===== src/design/lph_queue.sv =====
// small flip-flop fifo between the front and back parts
module lph_queue #(
   parameter int WIDTH = 8,
   parameter int DEPTH = 2
) (
   input  logic             clock,
   input  logic             reset,
   input  logic             push,
   input  logic [WIDTH-1:0] push_data,
   output logic             ready,
   input  logic             pop,
   output logic [WIDTH-1:0] pop_data,
   output logic             valid
);

   localparam int PTR_W = (DEPTH > 1) ? $clog2(DEPTH) : 1;
   localparam int CNT_W = $clog2(DEPTH + 1);

   logic [WIDTH-1:0] slot_ff [DEPTH];
   logic [PTR_W-1:0] wr_ptr_ff, wr_ptr_in;
   logic [PTR_W-1:0] rd_ptr_ff, rd_ptr_in;
   logic [CNT_W-1:0] count_ff, count_in;
   logic             do_push;
   logic             do_pop;

   assign ready    = (count_ff != CNT_W'(DEPTH));
   assign valid    = (count_ff != '0);
   assign pop_data = slot_ff[rd_ptr_ff];
   assign do_push  = push && ready;
   assign do_pop   = pop && valid;

   always_comb begin
      wr_ptr_in = wr_ptr_ff;
      rd_ptr_in = rd_ptr_ff;
      count_in  = count_ff;
      if (do_push) begin
         wr_ptr_in = (wr_ptr_ff == PTR_W'(DEPTH - 1)) ? '0 : wr_ptr_ff + 1'b1;
      end
      if (do_pop) begin
         rd_ptr_in = (rd_ptr_ff == PTR_W'(DEPTH - 1)) ? '0 : rd_ptr_ff + 1'b1;
      end
      if (do_push && !do_pop) begin
         count_in = count_ff + 1'b1;
      end else if (do_pop && !do_push) begin
         count_in = count_ff - 1'b1;
      end
   end

   always_ff @(posedge clock) begin
      if (reset) begin
         wr_ptr_ff <= '0;
         rd_ptr_ff <= '0;
         count_ff  <= '0;
      end else begin
         wr_ptr_ff <= wr_ptr_in;
         rd_ptr_ff <= rd_ptr_in;
         count_ff  <= count_in;
      end
      if (do_push) begin
         slot_ff[wr_ptr_ff] <= push_data;
      end
   end

endmodule


===== config.mk =====
export PLATFORM = sky130hd
export DESIGN_NAME = lph_queue
export DESIGN_NICKNAME = d
export VERILOG_FILES = /design/src/design/lph_queue.sv
export SDC_FILE = /design/constraint.sdc
export NUM_CORES = 1
export LEC_CHECK = 0
export BUFFER_PORTS_ARGS = -buffer_cell sky130_fd_sc_hd__buf_2
export CAP_MARGIN = 15
export CELL_PAD_IN_SITES_DETAIL_PLACEMENT = 0
export CELL_PAD_IN_SITES_GLOBAL_PLACEMENT = 1
export CORE_MARGIN = 4
export CORE_UTILIZATION = 43
export CTS_BUF_LIST = sky130_fd_sc_hd__clkbuf_4 sky130_fd_sc_hd__clkbuf_8
export DETAILED_ROUTE_END_ITERATION = 6
export PLACE_DENSITY = 0.84
export SLEW_MARGIN = 20
export SYNTH_ARGS = -nofsm -noshare
export SYNTH_HDL_FRONTEND = slang
export SYNTH_SLANG_ARGS = --single-unit
export TNS_END_PERCENT = 1

===== constraint.sdc =====
create_clock -name clock -period 2 [get_ports clock]
set_input_delay 0.2 -clock clock [delete_from_list [all_inputs] [get_ports clock]]
set_output_delay 0.2 -clock clock [all_outputs]
set_load 0.02 [all_outputs]

==> metrics.md <==
| Metric | Value |
|---|---|
| Status | `completed` |
| Post-cts repair resize count | `0` |
| Final HPWL DP | `between 900 and 1000 um` |
| Slowest cell on crit path | `dfxtp_1` |
| Layout area overhead | `19.72%` |
| Routed length per instance | `between 10 and 15 um` |
| First-pass GRT wire length | `between 1500 and 2000 um` |
| Clock root buffer | `clkbuf_4` |
| Share of cells above drive strength 1 | `just under 50%` |
| Syn_nets | `62` |
| P_int | `between 0.8 and 0.9 mW` |
| Crit end category | `output pin` |
| Initial Util | `between 40% and 50%` |
| Layout Cells excl Fill | `98` |
| Vias in the first global route | `about 430` |
| Die Wd | `~50 um` |
| # clock sinks | `21` |
| PwrDens | `between 1000 and 1500 mW/mm^2` |
| Most frequent cells in the layout | `buf_2 (21), edfxtp_1 (16), mux2_2 (8), dfxtp_1 (5)` |
| Seq/Total Area, Yosys | `about 72%` |
| Cts bufs inserted | `3` |
| Clk buf depth | `2` |
| Port Buffers | `21` |
| Clock latency at the later pin of the worst-skew pair | `approximately 0.29 ns` |
| Max stage delay on crit path | `between 0.5 and 0.6 ns` |
| Hold endpoint | `slot_ff[0][0]$_DFFE_PP_` |
| Fin area | `approximately 960 um^2` |
| WP data arrival | `between 1 and 1.5 ns` |
| GRT Util Overall | `10.23%` |
| Commonest non-fill, non-tap cell in the layout | `buf_2` |
| Setup CP Type | `reg -> out` |
| Chip height | `approximately 51 um` |
| Crit-path cells | `mux2_2 -> buf_2` |
| Via Count | `roughly 450` |
| WL final | `1193 um` |
| Core ar. | `between 0.0015 and 0.002 mm^2` |
| Min-Delay Path Class | `in -> reg` |
| Max Slew Vio Count | `0` |
| Reg power frac | `50.9%` |
| Placed cells | `94` |
| Critical Path RT | `between 1.5 and 2 ns` |
| CTS tree | `built` |
| Library cells used by synthesis | `17` |
| Yosys warns | `0` |
| R2R Setup Slk | `0.44 ns` |
| Number of diodes | `0` |
| Comb pwr share | `approximately 33%` |
| Clock power frac | `between 10% and 20%` |
| Worst-Margin Slew | `~0.38 ns` |
| Area after DPL | `937.1 um^2` |
| Leakage | `roughly 0.38 nW` |
| Synthesized area | `805.8 um^2` |
| Min-Delay Startpoint | `push_data[0]` |
| Nets@finish | `87` |
| Cts hold-fix bufs | `0` |
| Setup_tns | `0 ns` |
| Row cnt | `15` |
| Fmax achieved | `638.5 MHz` |
| Worst slew margin | `between 70% and 80%` |
| Die Area | `between 0.002 and 0.003 mm^2` |
| Vias per cell | `4.612` |
| VDD IR max | `approximately 720 uV` |
| # H-tree levels | `1` |
| Unrepaired setup endpoints after global routing | `no` |
| Critical path peak fanout | `8` |
| Initial antenna violation count | `0` |
| Worst reg-to-reg path cell count | `5` |
| Cell count after synthesis | `49` |
| Post-Place Worst Slack | `roughly 0.45 ns` |
| Setup ws final | `0.4338 ns` |
| Fin. Hold Viols | `0` |
| Worst R2R Start | `count_ff[0]$_SDFFE_PP0P_` |
| Worst clock skew | `roughly 0.012 ns` |
| R2r endpoint | `count_ff[1]$_SDFFE_PP0P_` |
| Io pins | `22` |
| Setup Fix Bufs, Post-CTS | `0` |
| Setup-failing EPs final | `0` |
| Period utilisation layout | `around four fifths` |
| Gp weighted congestion | `approximately 0.64` |
| Drt pass-1 iters | `4` |
| Clk pin slew, worst setup/hold paths | `0.12 ns` |
| Antenna-violating nets left | `0` |
| Largest net degree at the start of global routing | `13` |
| Hold Path Depth | `1` |
| DRC | `0` |
| P_sw | `0.3895 mW` |
| Startpoint types | `register` |
| DR iter-0 viols | `8` |
| Switch share | `between 30% and 40%` |
| Minimum clock period | `1.566 ns` |
| Avg Cell Area, Syn | `~16 um^2` |
| Max cap viols | `0` |
| Overflow after GRT | `0` |
| Synthesis-stage register bit count | `21` |
## sequential cells by signal, indices dropped and copies added, names as in the netlist, named ones only
signal,cells
rd_ptr_ff,1
count_ff,2
wr_ptr_ff,1
slot_ff,16
## area by class of cell
class                      instances  area [um^2]
fill                             155        780.7
timing repair buffer              21        105.1
clock inverter                     1        5.005
multi-input combinational         26        216.5
inverter                           1        3.754
clock buffer                       3        22.52
sequential                        21        580.6
tap                               25        31.28
## logic make-up (layout without fill, tap and decap cells)
logic type / after synthesis / in the layout / share of synthesized area (%)
adders and majority gates: 1 / 1 / 1.553
buffers and inverters: 2 / 26 / 1.086
muxes: 8 / 8 / 11.18
AOI/OAI and AO/OA: 5 / 5 / 3.727
and+or+nand+nor: 9 / 9 / 7.145
DFF: 21 / 21 / 72.05
xor gates and xnor gates: 3 / 3 / 3.261
## how the worst max path moves through the flow
| stage | depth (start not counted) | end |
|---|---|---|
| after floorplan | 5 | count_ff[1]$_SDFFE_PP0P_ |
| after detailed placement | 5 | count_ff[1]$_SDFFE_PP0P_ |
| after global placement | 5 | count_ff[1]$_SDFFE_PP0P_ |
| after global routing | 5 | count_ff[1]$_SDFFE_PP0P_ |
| after CTS | 2 | pop_data[4] |
| final | 2 | pop_data[1] |
## power groups by stage
stage                     clock network [mW]  logic, mW  registers (mW)
final                                  0.193      0.395           0.611
after global routing                   0.223      0.428           0.624
after CTS                              0.199      0.403           0.614
after detailed placement                   0      0.402           0.623
after global placement                     0      0.396           0.619
after floorplan                            0      0.320           0.592
## layer usage
metal / vias up / GRT usage [%] / wire, um
li1: 228 / - / -
met1: 204 / 12.38 / 501
met2: 18 / 15.24 / 547
met3: 2 / 3.790 / 125
met4: 0 / 6.550 / 19
met5: - / 0 / 0
## worst max-delay path, delay by kind of cell, from the launching register on
family	cells	cell delay, ns
DFF	1	0.55
muxes	1	0.38
buffers and inverters	1	0.16
## through the flow
step | total power, mW | hold slack, ns | utilization, %
after floorplan | 0.9129 | 0.2691 | -
after global placement | 1.015 | 0.3885 | 53.69
after detailed placement | 1.024 | 0.3913 | 53.69
after CTS | 1.215 | 0.07881 | 55.27
after global routing | 1.275 | 0.05961 | 55.27
final | 1.200 | 0.08478 | 55.27
## Yosys cell counts
master,count,area share (%)
and3_1,1,0.78
a21bo_2,1,1.2
and2_1,1,0.78
nand2b_4,1,1.7
dfxtp_1,5,12
a21oi_1,2,1.2
or3_1,1,0.78
inv_1,1,0.47
buf_2,1,0.62
xor2_1,3,3.3
mux2_2,8,11
or2_2,1,0.78
ha_1,1,1.6
nand3b_1,1,0.93
nor2_1,3,1.4
o21ai_0,2,1.2
edfxtp_1,16,60
Power figures use the tool's default switching activity.
