### config.mk
export PLATFORM = sky130hd
export DESIGN_NAME = lph_front
export DESIGN_NICKNAME = d
export VERILOG_FILES = /design/src/design/lph_pkg.sv /design/src/design/lph_front.sv
export SDC_FILE = /design/constraint.sdc
export NUM_CORES = 1
export LEC_CHECK = 0
export BUFFER_PORTS_ARGS = -buffer_cell sky130_fd_sc_hd__clkbuf_2
export CAP_MARGIN = 5
export CELL_PAD_IN_SITES_DETAIL_PLACEMENT = 1
export CELL_PAD_IN_SITES_GLOBAL_PLACEMENT = 2
export CORE_MARGIN = 1
export CORE_UTILIZATION = 26
export CTS_CLUSTER_SIZE = 14
export DETAILED_ROUTE_END_ITERATION = 10
export HOLD_SLACK_MARGIN = 0.15
export PLACE_DENSITY_LB_ADDON = 0.1
export SLEW_MARGIN = 20
export SYNTH_ARGS = -nofsm -noshare
export SYNTH_HDL_FRONTEND = slang
export SYNTH_SLANG_ARGS = --single-unit
### constraint.sdc
create_clock -name clock -period 0.8 [get_ports clock]
set_input_delay 0.08 -clock clock [delete_from_list [all_inputs] [get_ports clock]]
set_output_delay 0.08 -clock clock [all_outputs]
set_load 0.005 [all_outputs]
### src/design/lph_pkg.sv
// shared types, codes and defaults for the linear probe hash table
package lph_pkg;

   localparam int KEY_W              = 31;
   localparam int HANDLE_W           = 32;
   localparam int SLOT_IDX_W         = 7;
   localparam int SLOTS_DEFAULT      = 128;
   localparam int QUEUE_DEPTH_DEFAULT = 2;

   // operation codes
   localparam logic [1:0] OP_INSERT = 2'd0;
   localparam logic [1:0] OP_SEARCH = 2'd1;
   localparam logic [1:0] OP_REMOVE = 2'd2;

   // status codes
   localparam logic [1:0] ST_OK   = 2'd0;
   localparam logic [1:0] ST_MISS = 2'd1;
   localparam logic [1:0] ST_FULL = 2'd2;

   typedef struct packed {
      logic [1:0]          operation;
      logic [KEY_W-1:0]    key;
      logic [HANDLE_W-1:0] record_handle;
   } lph_req_type;

   typedef struct packed {
      logic [1:0]            status;
      logic [HANDLE_W-1:0]   found_handle;
      logic [SLOT_IDX_W-1:0] slot_index;
   } lph_rsp_type;

endpackage

### src/design/lph_front.sv
// front part: takes an item, works out its home slot and checks the operation
module lph_front #(
   parameter int SLOTS = lph_pkg::SLOTS_DEFAULT
) (
   input  logic                         clock,
   input  logic                         reset,
   input  logic                         accept,
   input  lph_pkg::lph_req_type         req_item,
   output logic                         full,
   output logic                         q_push,
   output logic [$bits(lph_pkg::lph_req_type) + $clog2(SLOTS):0] q_data,
   input  logic                         q_ready
);

   import lph_pkg::*;

   localparam int  IDX_W  = $clog2(SLOTS);
   localparam bit  POW2   = ((SLOTS & (SLOTS - 1)) == 0);
   localparam int  PROD_W = 2 * KEY_W;
   localparam int  SH2    = (IDX_W > 0) ? IDX_W - 1 : 0;
   // reciprocal so that key / SLOTS is exact from one multiply, a subtract, an add and shifts
   localparam longint unsigned RECIP =
      ((((64'd1 << IDX_W) - 64'(SLOTS)) << KEY_W) / 64'(SLOTS)) + 64'd1;
   localparam logic [KEY_W:0] RECIP_C = (KEY_W + 1)'(RECIP);

   // steps after an item is taken: product, quotient, remainder
   localparam logic [1:0] STEP_MUL = 2'd3;
   localparam logic [1:0] STEP_QUO = 2'd2;
   localparam logic [1:0] STEP_REM = 2'd1;

   logic              hold_valid_ff, hold_valid_in;
   lph_req_type       hold_ff, hold_in;
   logic [IDX_W-1:0]  rem_ff, rem_in;
   logic [KEY_W-1:0]  t_ff, t_in;
   logic [KEY_W-1:0]  quo_ff, quo_in;
   logic [1:0]        step_ff, step_in;
   logic [PROD_W-1:0] prod;
   logic [KEY_W-1:0]  quo_calc;
   logic [IDX_W-1:0]  qd_low;
   logic [IDX_W-1:0]  home;
   logic              done;
   logic              op_ok;
   logic              leave;

   // key mod SLOTS by reciprocal multiplication, one stage a cycle
   assign prod     = PROD_W'(RECIP_C) * PROD_W'(hold_ff.key);
   assign quo_calc = (t_ff + ((hold_ff.key - t_ff) >> 1)) >> SH2;
   // the remainder fits in IDX_W bits, so only the low product bits matter
   assign qd_low   = quo_ff[IDX_W-1:0] * IDX_W'(SLOTS);

   assign done  = POW2 ? 1'b1 : (step_ff == '0);
   assign home  = POW2 ? hold_ff.key[IDX_W-1:0] : rem_ff;
   assign op_ok = (hold_ff.operation == OP_INSERT) || (hold_ff.operation == OP_SEARCH) ||
                  (hold_ff.operation == OP_REMOVE);

   assign leave  = hold_valid_ff && done && q_ready;
   assign q_push = leave;
   assign q_data = {op_ok, home, hold_ff};
   assign full   = hold_valid_ff && !(done && q_ready);

   always_comb begin
      hold_valid_in = hold_valid_ff;
      hold_in       = hold_ff;
      rem_in        = rem_ff;
      t_in          = t_ff;
      quo_in        = quo_ff;
      step_in       = step_ff;
      if (accept) begin
         hold_valid_in = 1'b1;
         hold_in       = req_item;
         step_in       = STEP_MUL;
      end else begin
         if (leave) begin
            hold_valid_in = 1'b0;
         end
         if (hold_valid_ff && !done) begin
            case (step_ff)
               STEP_MUL: begin
                  t_in    = prod[PROD_W-1:KEY_W];
                  step_in = STEP_QUO;
               end
               STEP_QUO: begin
                  quo_in  = quo_calc;
                  step_in = STEP_REM;
               end
               STEP_REM: begin
                  rem_in  = hold_ff.key[IDX_W-1:0] - qd_low;
                  step_in = '0;
               end
               default: begin
                  step_in = '0;
               end
            endcase
         end
      end
   end

   always_ff @(posedge clock) begin
      if (reset) begin
         hold_valid_ff <= 1'b0;
      end else begin
         hold_valid_ff <= hold_valid_in;
      end
      hold_ff <= hold_in;
      rem_ff  <= rem_in;
      t_ff    <= t_in;
      quo_ff  <= quo_in;
      step_ff <= step_in;
   end

endmodule

==> metrics.txt, run 1 <==
status=finished with violations; violated checks=negative setup slack; worst-case register-to-register setup slack=70 ps; Setup crit start kind=register; RR Startpoint=hold_valid_ff; maximum number of pins on one net before global-route repair=30; overall die area=8310 µm²; RSZ-0062 raised after global routing=yes; standard cell core area=7727 µm²; Starting DRT DRC Count=46; dpl cells=318; Primary FF master, synth=sky130_fd_sc_hd__edfxtp_1; biggest area contributors in the synthesized netlist=sky130_fd_sc_hd__edfxtp_1 94%, sky130_fd_sc_hd__buf_4 2.9%, sky130_fd_sc_hd__dfxtp_1 0.97%; Final Hold Fails=0; leakage component of the power=1.638 nW; list of most frequent post-synthesis cells=65 x sky130_fd_sc_hd__edfxtp_1, 8 x sky130_fd_sc_hd__buf_4; port buffer count=143; mean cell area of the mapped netlist=26.50 µm²; detailed-routing iteration count for the pre-antenna-repair pass=4; buffers from clock root to sink, at most=2; CTS Buf Count=9; portion of synthesized cell area occupied by the leading cell type=0.9443; cell type with the highest aggregate area in the netlist=sky130_fd_sc_hd__edfxtp_1; critical register-to-register path endpoint=hold_valid_ff; number of max-slew violations in the final report=0; share of the core filled with cells=0.4820; cells along the critical path=nand2_1, clkbuf_2; horizontal die dimension=91.16 µm; Vert. Die Dim=91.16 µm; cell at the root of the clock tree=sky130_fd_sc_hd__clkbuf_8; global-route wire length before repair=8349 µm; number of I/O pins=144; Vias=1563; final routed DRC violation total=0; Synth Area in XOR/XNOR=0; data arrival time of the worst path=930 ps; cell with the largest stage delay on the worst path=sky130_fd_sc_hd__edfxtp_1; Register-to-Register Path Depth=2; final setup slack of the worst path=-208.7 ps; max-capacitance violation count=0; effective utilization at floorplan=0.2675; Nets=363; complex-gate fraction of the synthesized area=0.004843; basic-gate share of the synthesized area counting and, or, nand and nor cells=0.01211; nets in the synthesized netlist=147; CTS tree=built; routed wire length per instance=13.35 µm; antenna violations before repair=0; Hold Startpoint=q_ready; clk sink count=66; register clock-pin slew on the reported worst setup and hold paths=70 ps; highest cell delay on the worst timing path=410 ps; required time of the worst setup path=720 ps; sequential-to-total area share from yosys stat=0.9540; Warnings, synthesis=0; Place WS=4.133 ps; Final GP Congestion=0.6474; post-synthesis to final-layout area growth=80.21%; Worst Hold Slack=136.7 ps; hold endpoint=hold_valid_ff; worst vdd ir=0.001012 V; mux contribution to synthesized area=0; final non-filler cell total=399; Ant. Diodes=0; crit-path max FO=2; most common cell in the netlist=sky130_fd_sc_hd__edfxtp_1; share of the cycle needed by the critical path after routing=1.261; pin slew with the least headroom to its limit=161.8 ps; final critical path time including I/O delays and setup=1009 ps; number of placement rows=32; overall global routing resource usage=0.1352; synthesis-stage register bit count=66; total wire length=5326 µm; main combinational cell family by area after synthesis=buffers and inverters; class of the most critical hold timing path=primary input to register; proportion of synthesized flip-flops having asynchronous set or reset=0; cell count after synthesis=78; post-synthesis share of cell area spent on full adders, half adders and majority gates=0; relative slew slack=0.8921; post-synthesis instance area=2067 µm²; cts hold-fix bufs=67; share of cells above drive strength 1=0.5387; global route total overflow=0; number of synthesized flops with an enable pin=65; kind of critical path=register to output port; critical path endpoint category=output port; CTS H-Tree Depth=3; via count of the first global-routing pass=1764; final setup violation count=75; fmax=991.4 MHz; count of cell types in the netlist=7; Fin Clk Skew=0 ps; Hold Path Stages=3; antenna viol nets, final=0; P per Cell Area=1946 nW/µm²; insertion delay to the later sink of the worst-skew pair=320 ps; number of vias per cell after detailed routing=3.917
[worst max-delay path: cells and delay by family, from the launching register on]
family | cells | cell delay (ps)
buffers and inverters | 1 | 110
flip-flops | 1 | 410
AND/OR/NAND/NOR | 1 | 90
[how the worst max path moves through the flow]
stage / to / start / cells after the start / slack, ps
floorplan: hold_valid_ff / hold_valid_ff / 2 / 140
global placement: q_data[40] / accept / 2 / 20
detailed placement: q_data[40] / accept / 2 / 4
CTS: full / hold_valid_ff / 2 / -210
global route: q_data[72] / q_data[64] / 2 / -260
finish: q_data[72] / q_data[64] / 2 / -210
[state kept, by name, indices dropped and copies added (netlist names)]
signal / cells
hold_valid_ff: 1
q_data: 65
[cells by family after synthesis]
| group | after synthesis |
|---|---|
| AOI/OAI and AO/OA | 1 |
| buffers and inverters | 8 |
| DFF | 66 |
| and+or+nand+nor | 3 |
[power breakdown]
part / switching [mW] / internal (mW)
registers: 0.0807 / 4.10
logic: 0.323 / 0.546
clock network: 1.15 / 1.05
[what timing repair did]
action | in CTS | in global routing
gates resized for setup | 1 | 4
hold endpoints to repair | 67 | 1
buffers inserted | 0 | 0
endpoints found under the setup margin | 75 | 75
pin swaps | 1 | 0
[metal layers]
metal	part of all wire	track usage
met1	0.34	0.1216
met2	0.57	0.2639
met3	0.066	0.04104
met4	0.022	0.07540
met5	0	0
[placed cells by master (no fill, tap or decap), drive strengths merged]
| master | n |
|---|---|
| and2 | 1 |
| dlygate4sd3 | 67 |
| nor2b | 1 |
| clkbuf | 149 |
| buf | 6 |
| edfxtp | 65 |
| nand2 | 1 |
| clkinv | 4 |
| o21ba | 1 |
| dfxtp | 1 |
| clkinvlp | 1 |
[through the flow]
stage / setup TNS (ps) / total power, mW / cell area [µm²]
after floorplan: 0 / 4.352 / 2067
after global placement: 0 / 4.842 / 2898
after detailed placement: 0 / 4.873 / 2898
after CTS: -9024 / 7.365 / 3717
after global routing: -10590 / 7.557 / 3725
final: -7065 / 7.250 / 3725
[cell type report]
type | count | area, µm²
fillers | 812 | 4003
multi-input cells | 4 | 36.28
clock buffers | 9 | 123.9
flip-flops and latches | 66 | 1973
clock inverters | 5 | 23.77
well taps | 102 | 127.6
repair buffers | 213 | 1440
(Power assumes the default switching activity.)
==> run 2: changes to the inputs <==
RECOVER_POWER = 50   (was unset)
==> run 2 against run 1 <==
The run still ends with negative setup slack left. Combinational power fell by 2%. Routed wire length barely moved. Design area fell by 0.81%. Count of clock-buffer cells in the layout did not move. Fmax barely moved. Sequential power barely moved. Global-route usage did not move. Non-clock buffer count did not move. Register-to-register slack barely moved. Clock skew did not move.
==> metrics.txt, run 2 (same netlist as run 1, synthesis figures left out) <==
worst vdd ir=0.001012 V; final non-filler cell total=399; fmax=991.7 MHz; dpl cells=318; CTS Buf Count=9; final setup violation count=75; via count of the first global-routing pass=1764; maximum number of pins on one net before global-route repair=30; Design Power=7.228 mW; effective utilization at floorplan=0.2675; total wire length=5324 µm; share of the cycle needed by the critical path after routing=1.260; share of cells above drive strength 1=0.5320; leading cell type in the layout, fill and taps excluded=sky130_fd_sc_hd__clkbuf_2; Final Hold Fails=0; final critical path time including I/O delays and setup=1008 ps; Nets=363; violated checks=negative setup slack; detailed-routing iteration count for the pre-antenna-repair pass=4; cell at the root of the clock tree=sky130_fd_sc_hd__clkbuf_8; routed length on met3=355 µm; status=finished with violations; CTS H-Tree Depth=3; pin slew with the least headroom to its limit=396.9 ps; class of the most critical hold timing path=primary input to register; overall global routing resource usage=0.1352; crit-path max FO=2; worst-case register-to-register setup slack=70 ps; post-synthesis to final-layout area growth=78.75%; final routed DRC violation total=0; critical path endpoint category=output port; leakage component of the power=1.622 nW; Starting DRT DRC Count=45; P per Cell Area=1956 nW/µm²; final setup slack of the worst path=-208.4 ps; number of flip-flops in the largest register=65; number of max-slew violations in the final report=0; register clock-pin slew on the reported worst setup and hold paths=70 ps; clk sink count=66; horizontal die dimension=91.16 µm; Ant. Diodes=0; Register-to-Register Path Depth=2; critical register-to-register path endpoint=hold_valid_ff; RSZ-0062 raised after global routing=yes; kind of critical path=register to output port; RR Startpoint=hold_valid_ff; cts hold-fix bufs=67; share of the core filled with cells=0.4781; number of placement rows=32; Vert. Die Dim=91.16 µm; routed wire length on met2=3025 µm; capturing element of the worst setup path=q_data[72]; Fin Clk Skew=0 ps; antenna viol nets, final=0; insertion delay to the later sink of the worst-skew pair=320 ps; overall die area=8310 µm²; highest cell delay on the worst timing path=410 ps; top routing layer in use=met4; highest-count cells in the layout ignoring fill and taps=140 x sky130_fd_sc_hd__clkbuf_2, 67 x sky130_fd_sc_hd__dlygate4sd3_1, 65 x sky130_fd_sc_hd__edfxtp_1; global-route wire length before repair=8349 µm; routed wire length per instance=13.34 µm; max-capacitance violation count=0; cells along the critical path=nand2_1, clkbuf_2; number of setup buffers added after CTS=0; cell with the largest stage delay on the worst path=sky130_fd_sc_hd__edfxtp_1; buffers from clock root to sink, at most=2; standard cell core area=7727 µm²; Final GP Congestion=0.6474; required time of the worst setup path=720 ps; launching instance or port of the critical path=q_data[64]; data arrival time of the worst path=930 ps; global route total overflow=0; CTS tree=built; Setup crit start kind=register; antenna violations before repair=0; number of vias per cell after detailed routing=3.942; sum of routed wire segments on met1=1824 µm; relative slew slack=0.7354; Vias=1573; port buffer count=143; number of I/O pins=144
-- run 2: cell types whose count changed in the layout (fill, tap and decap cells not counted) --
cell                       before  now
sky130_fd_sc_hd__clkbuf_1       0    2
sky130_fd_sc_hd__clkbuf_4       0    2
sky130_fd_sc_hd__buf_12         2    0
sky130_fd_sc_hd__buf_2          2    1
sky130_fd_sc_hd__buf_4          1    0
-- run 2: how the worst min path moves through the flow --
stage	start	endpoint	slack [ps]	cells after the start
after global routing	q_ready	hold_valid_ff	130	3
after CTS	q_ready	hold_valid_ff	120	3
after global placement	req_item[28]	q_data[28]	260	1
after floorplan	req_item[0]	q_data[0]	180	0
final	q_ready	hold_valid_ff	140	3
after detailed placement	req_item[11]	q_data[11]	260	1
-- run 2: timing repair --
item                                    4_1_cts  5_1_grt
endpoints found under the hold margin        67        1
gates resized for setup                       1        4
pin swaps                                     1        0
endpoints found under the setup margin       75       75
-- run 2: final cells by class --
type                    count  area, µm²
fillers                   816       4033
flip-flops and latches     66       1973
repair buffers            213       1410
well taps                 102      127.6
clock buffers               9      123.9
multi-input cells           4      36.28
clock inverters             5      23.77
-- run 2: layer usage --
layer  up-vias  global-route usage
met5         -                   0
met4         0             0.07540
met3        11             0.04104
met2        80              0.2639
met1       755              0.1216
li1        727                   -
-- run 2: critical path, delay by kind of cell (launching register included) --
| family | cells | cell delay (ps) |
|---|---|---|
| DFF | 1 | 410 |
| and+or+nand+nor | 1 | 90 |
| buffers and inverters | 1 | 110 |
-- run 2: stage by stage --
step	hold WS [ps]	worst slack, ps	instance area, µm²	setup TNS (ps)
after floorplan	178.9	136.5	2067	0
after global placement	257.0	20.84	2898	0
after detailed placement	258.9	4.133	2898	0
after CTS	117.2	-208.6	3717	-9024
after global routing	130.4	-261.8	3695	-10590
final	136.7	-208.4	3695	-7048
-- run 2: report_power, final --
part	leakage, nW	internal, mW	switching, mW	total (mW)
Clock	0.0735	1.05	1.14	2.20
Combinational	0.904	0.529	0.320	0.849
Sequential	0.645	4.10	0.0809	4.18
==> run 3: changes to the inputs <==
ABC_AREA = 1   (was unset)
==> run 3 against run 2 <==
The run still ends with negative setup slack left. Via count is 1.3% higher. Critical path depth stayed put. Critical endpoint unchanged. Total power is 0.43% higher. Clock skew stayed put.
==> metrics.txt, run 3 <==
status=finished with violations; violated checks=negative setup slack; leakage component of the power=1.647 nW; cell at the root of the clock tree=sky130_fd_sc_hd__clkbuf_8; Ant. Diodes=0; proportion of synthesized flip-flops having asynchronous set or reset=0; required time of the worst setup path=720 ps; CP bufs+invs=1; overall global routing resource usage=0.1354; routed wire length per instance=13.27 µm; antenna violations before repair=0; overall die area=8320 µm²; cell count after synthesis=82; cts hold-fix bufs=66; synthesis-stage register bit count=66; share of cells above drive strength 1=0.5331; Final GP Congestion=0.6886; Final Hold Fails=0; via count of the first global-routing pass=1791; relative slew slack=0.6915; number of flip-flops in the largest register=65; dpl cells=322; standard cell core area=7727 µm²; worst vdd ir=0.0008635 V; Fin Clk Skew=0 ps; buffers from clock root to sink, at most=2; Vert. Die Dim=91.22 µm; post-synthesis instance area=2069 µm²; cell with the largest stage delay on the worst path=sky130_fd_sc_hd__edfxtp_1; insertion delay to the later sink of the worst-skew pair=320 ps; detailed-routing iteration count for the pre-antenna-repair pass=4; fmax=1038 MHz; number of synthesized flops with an enable pin=65; Starting DRT DRC Count=36; RR Startpoint=hold_valid_ff; P per Cell Area=1961 nW/µm²; leading cell type in the layout, fill and taps excluded=sky130_fd_sc_hd__clkbuf_2; CTS Buf Count=9; register clock-pin slew on the reported worst setup and hold paths=70 ps; biggest area contributors in the synthesized netlist=sky130_fd_sc_hd__edfxtp_1 94%, sky130_fd_sc_hd__buf_4 2.9%, sky130_fd_sc_hd__dfxtp_1 0.97%; hold endpoint=hold_valid_ff; Register-to-Register Path Depth=2; critical register-to-register path endpoint=hold_valid_ff; final HPWL from detailed placement=3553 µm; crit-path max FO=2; antenna viol nets, final=0; list of most frequent post-synthesis cells=65 x sky130_fd_sc_hd__edfxtp_1, 8 x sky130_fd_sc_hd__buf_4, 4 x sky130_fd_sc_hd__inv_1, 2 x sky130_fd_sc_hd__nand2_1; count of cell types in the netlist=7; Top Family by Delay on Critical Path=flip-flops; final critical path time including I/O delays and setup=963.7 ps; maximum number of pins on one net before global-route repair=36; share of the core filled with cells=0.4791; clk sink count=66; cells along the critical path=nand2_1, clkbuf_2; highest cell delay on the worst timing path=380 ps; critical path endpoint category=output port; most common cell in the netlist=sky130_fd_sc_hd__edfxtp_1; Primary FF master, synth=sky130_fd_sc_hd__edfxtp_1; global-route wire length before repair=8362 µm; final setup slack of the worst path=-163.7 ps; class of the most critical hold timing path=primary input to register; number of max-slew violations in the final report=0; cell type with the highest aggregate area in the netlist=sky130_fd_sc_hd__edfxtp_1; final setup violation count=75; kind of critical path=register to output port; global route total overflow=0; port buffer count=143; effective utilization at floorplan=0.2678; CTS H-Tree Depth=3; mean cell area of the mapped netlist=25.24 µm²; Vias=1593; number of I/O pins=144; Hold Path Stages=4; pin slew with the least headroom to its limit=462.8 ps; horizontal die dimension=91.22 µm; highest-count cells in the layout ignoring fill and taps=138 x sky130_fd_sc_hd__clkbuf_2, 66 x sky130_fd_sc_hd__dlygate4sd3_1, 65 x sky130_fd_sc_hd__edfxtp_1; final routed DRC violation total=0; nets in the synthesized netlist=151; CTS tree=built; Worst Hold Slack=59.62 ps; max-capacitance violation count=0; worst-case register-to-register setup slack=220 ps; total wire length=5360 µm; share of the cycle needed by the critical path after routing=1.205; Place WS=-25.42 ps; sequential-to-total area share from yosys stat=0.9528; data arrival time of the worst path=880 ps; Warnings, synthesis=0; Hold Startpoint=q_ready; RSZ-0062 raised after global routing=yes; final non-filler cell total=404; number of vias per cell after detailed routing=3.943; portion of synthesized cell area occupied by the leading cell type=0.9432; number of placement rows=32; Nets=366; post-synthesis to final-layout area growth=78.90%; Setup crit start kind=register
==> run 3: cell types whose count changed after synthesis <==
cell and change:
sky130_fd_sc_hd__inv_1 +4, sky130_fd_sc_hd__and2_2 -1, sky130_fd_sc_hd__a21oi_2 +1, sky130_fd_sc_hd__nand2_2 +1, sky130_fd_sc_hd__nor2b_4 -1, sky130_fd_sc_hd__nand2_1 +1
sky130_fd_sc_hd__o21ba_1 -1
==> run 3: tightest hold or removal path: stages <==
cell	delay (ps)
sky130_fd_sc_hd__clkbuf_2	100
sky130_fd_sc_hd__inv_1	50
sky130_fd_sc_hd__nand2_2	80
sky130_fd_sc_hd__a21oi_2	50
==> run 3: metrics by stage <==
stage               power [mW]  area, µm²  TNS [ps]
floorplan                4.352       2069         0
global placement         4.851       2913    -163.2
detailed placement       4.881       2913    -772.7
CTS                      7.393       3727     -9456
global route             7.588       3702    -10920
finish                   7.259       3702     -7468
==> run 3: power by group <==
part	internal, mW	switching, mW
Combinational	0.525	0.326
Sequential	4.10	0.0866
Clock	1.08	1.13
==> run 3: cell type report <==
type,instances,area [µm²]
Multi-Input combinational cell,4,25.02
Timing Repair Buffer,212,1409
Tap cell,102,127.6
Fill cell,822,4025
Inverter,4,15.01
Clock inverter,5,21.27
Sequential cell,66,1973
Clock buffer,11,131.4
==> run 3: cells by family (layout without fill, tap and decap cells) <==
kind of cell	count (synthesis)	count (layout)	share of synthesized area
buf+inv	12	232	0.03627
flops	66	66	0.9528
simple gates	3	3	0.006654
compound gates	1	1	0.004233
==> run 3: what timing repair did <==
| item | CTS | global route |
|---|---|---|
| pin swaps | 2 | 1 |
| cloned | 0 | 0 |
| endpoints found under the setup margin | 75 | 75 |
| endpoints found under the hold margin | 66 | 1 |
| buffers inserted | 0 | 0 |
| resized for setup | 2 | 7 |
==> run 3: metal layers <==
layer,part of all wire,track usage,up-vias
li1,-,-,734
met1,0.34,0.1287,754
met2,0.56,0.2557,93
met3,0.078,0.04104,12
met4,0.023,0.07672,0
met5,0,0,-
==> run 3: how the worst max path moves through the flow <==
stage / slack, ps / cells past startpoint / endpoint / start
2_1_floorplan: 170 / 2 / q_data[72] / q_data[64]
3_3_place_gp: -8 / 2 / q_data[8] / accept
3_5_place_dp: -30 / 2 / q_data[8] / accept
4_1_cts: -200 / 2 / q_data[72] / q_data[64]
5_1_grt: -230 / 2 / q_data[72] / q_data[63]
6_report: -160 / 2 / q_data[72] / q_data[63]
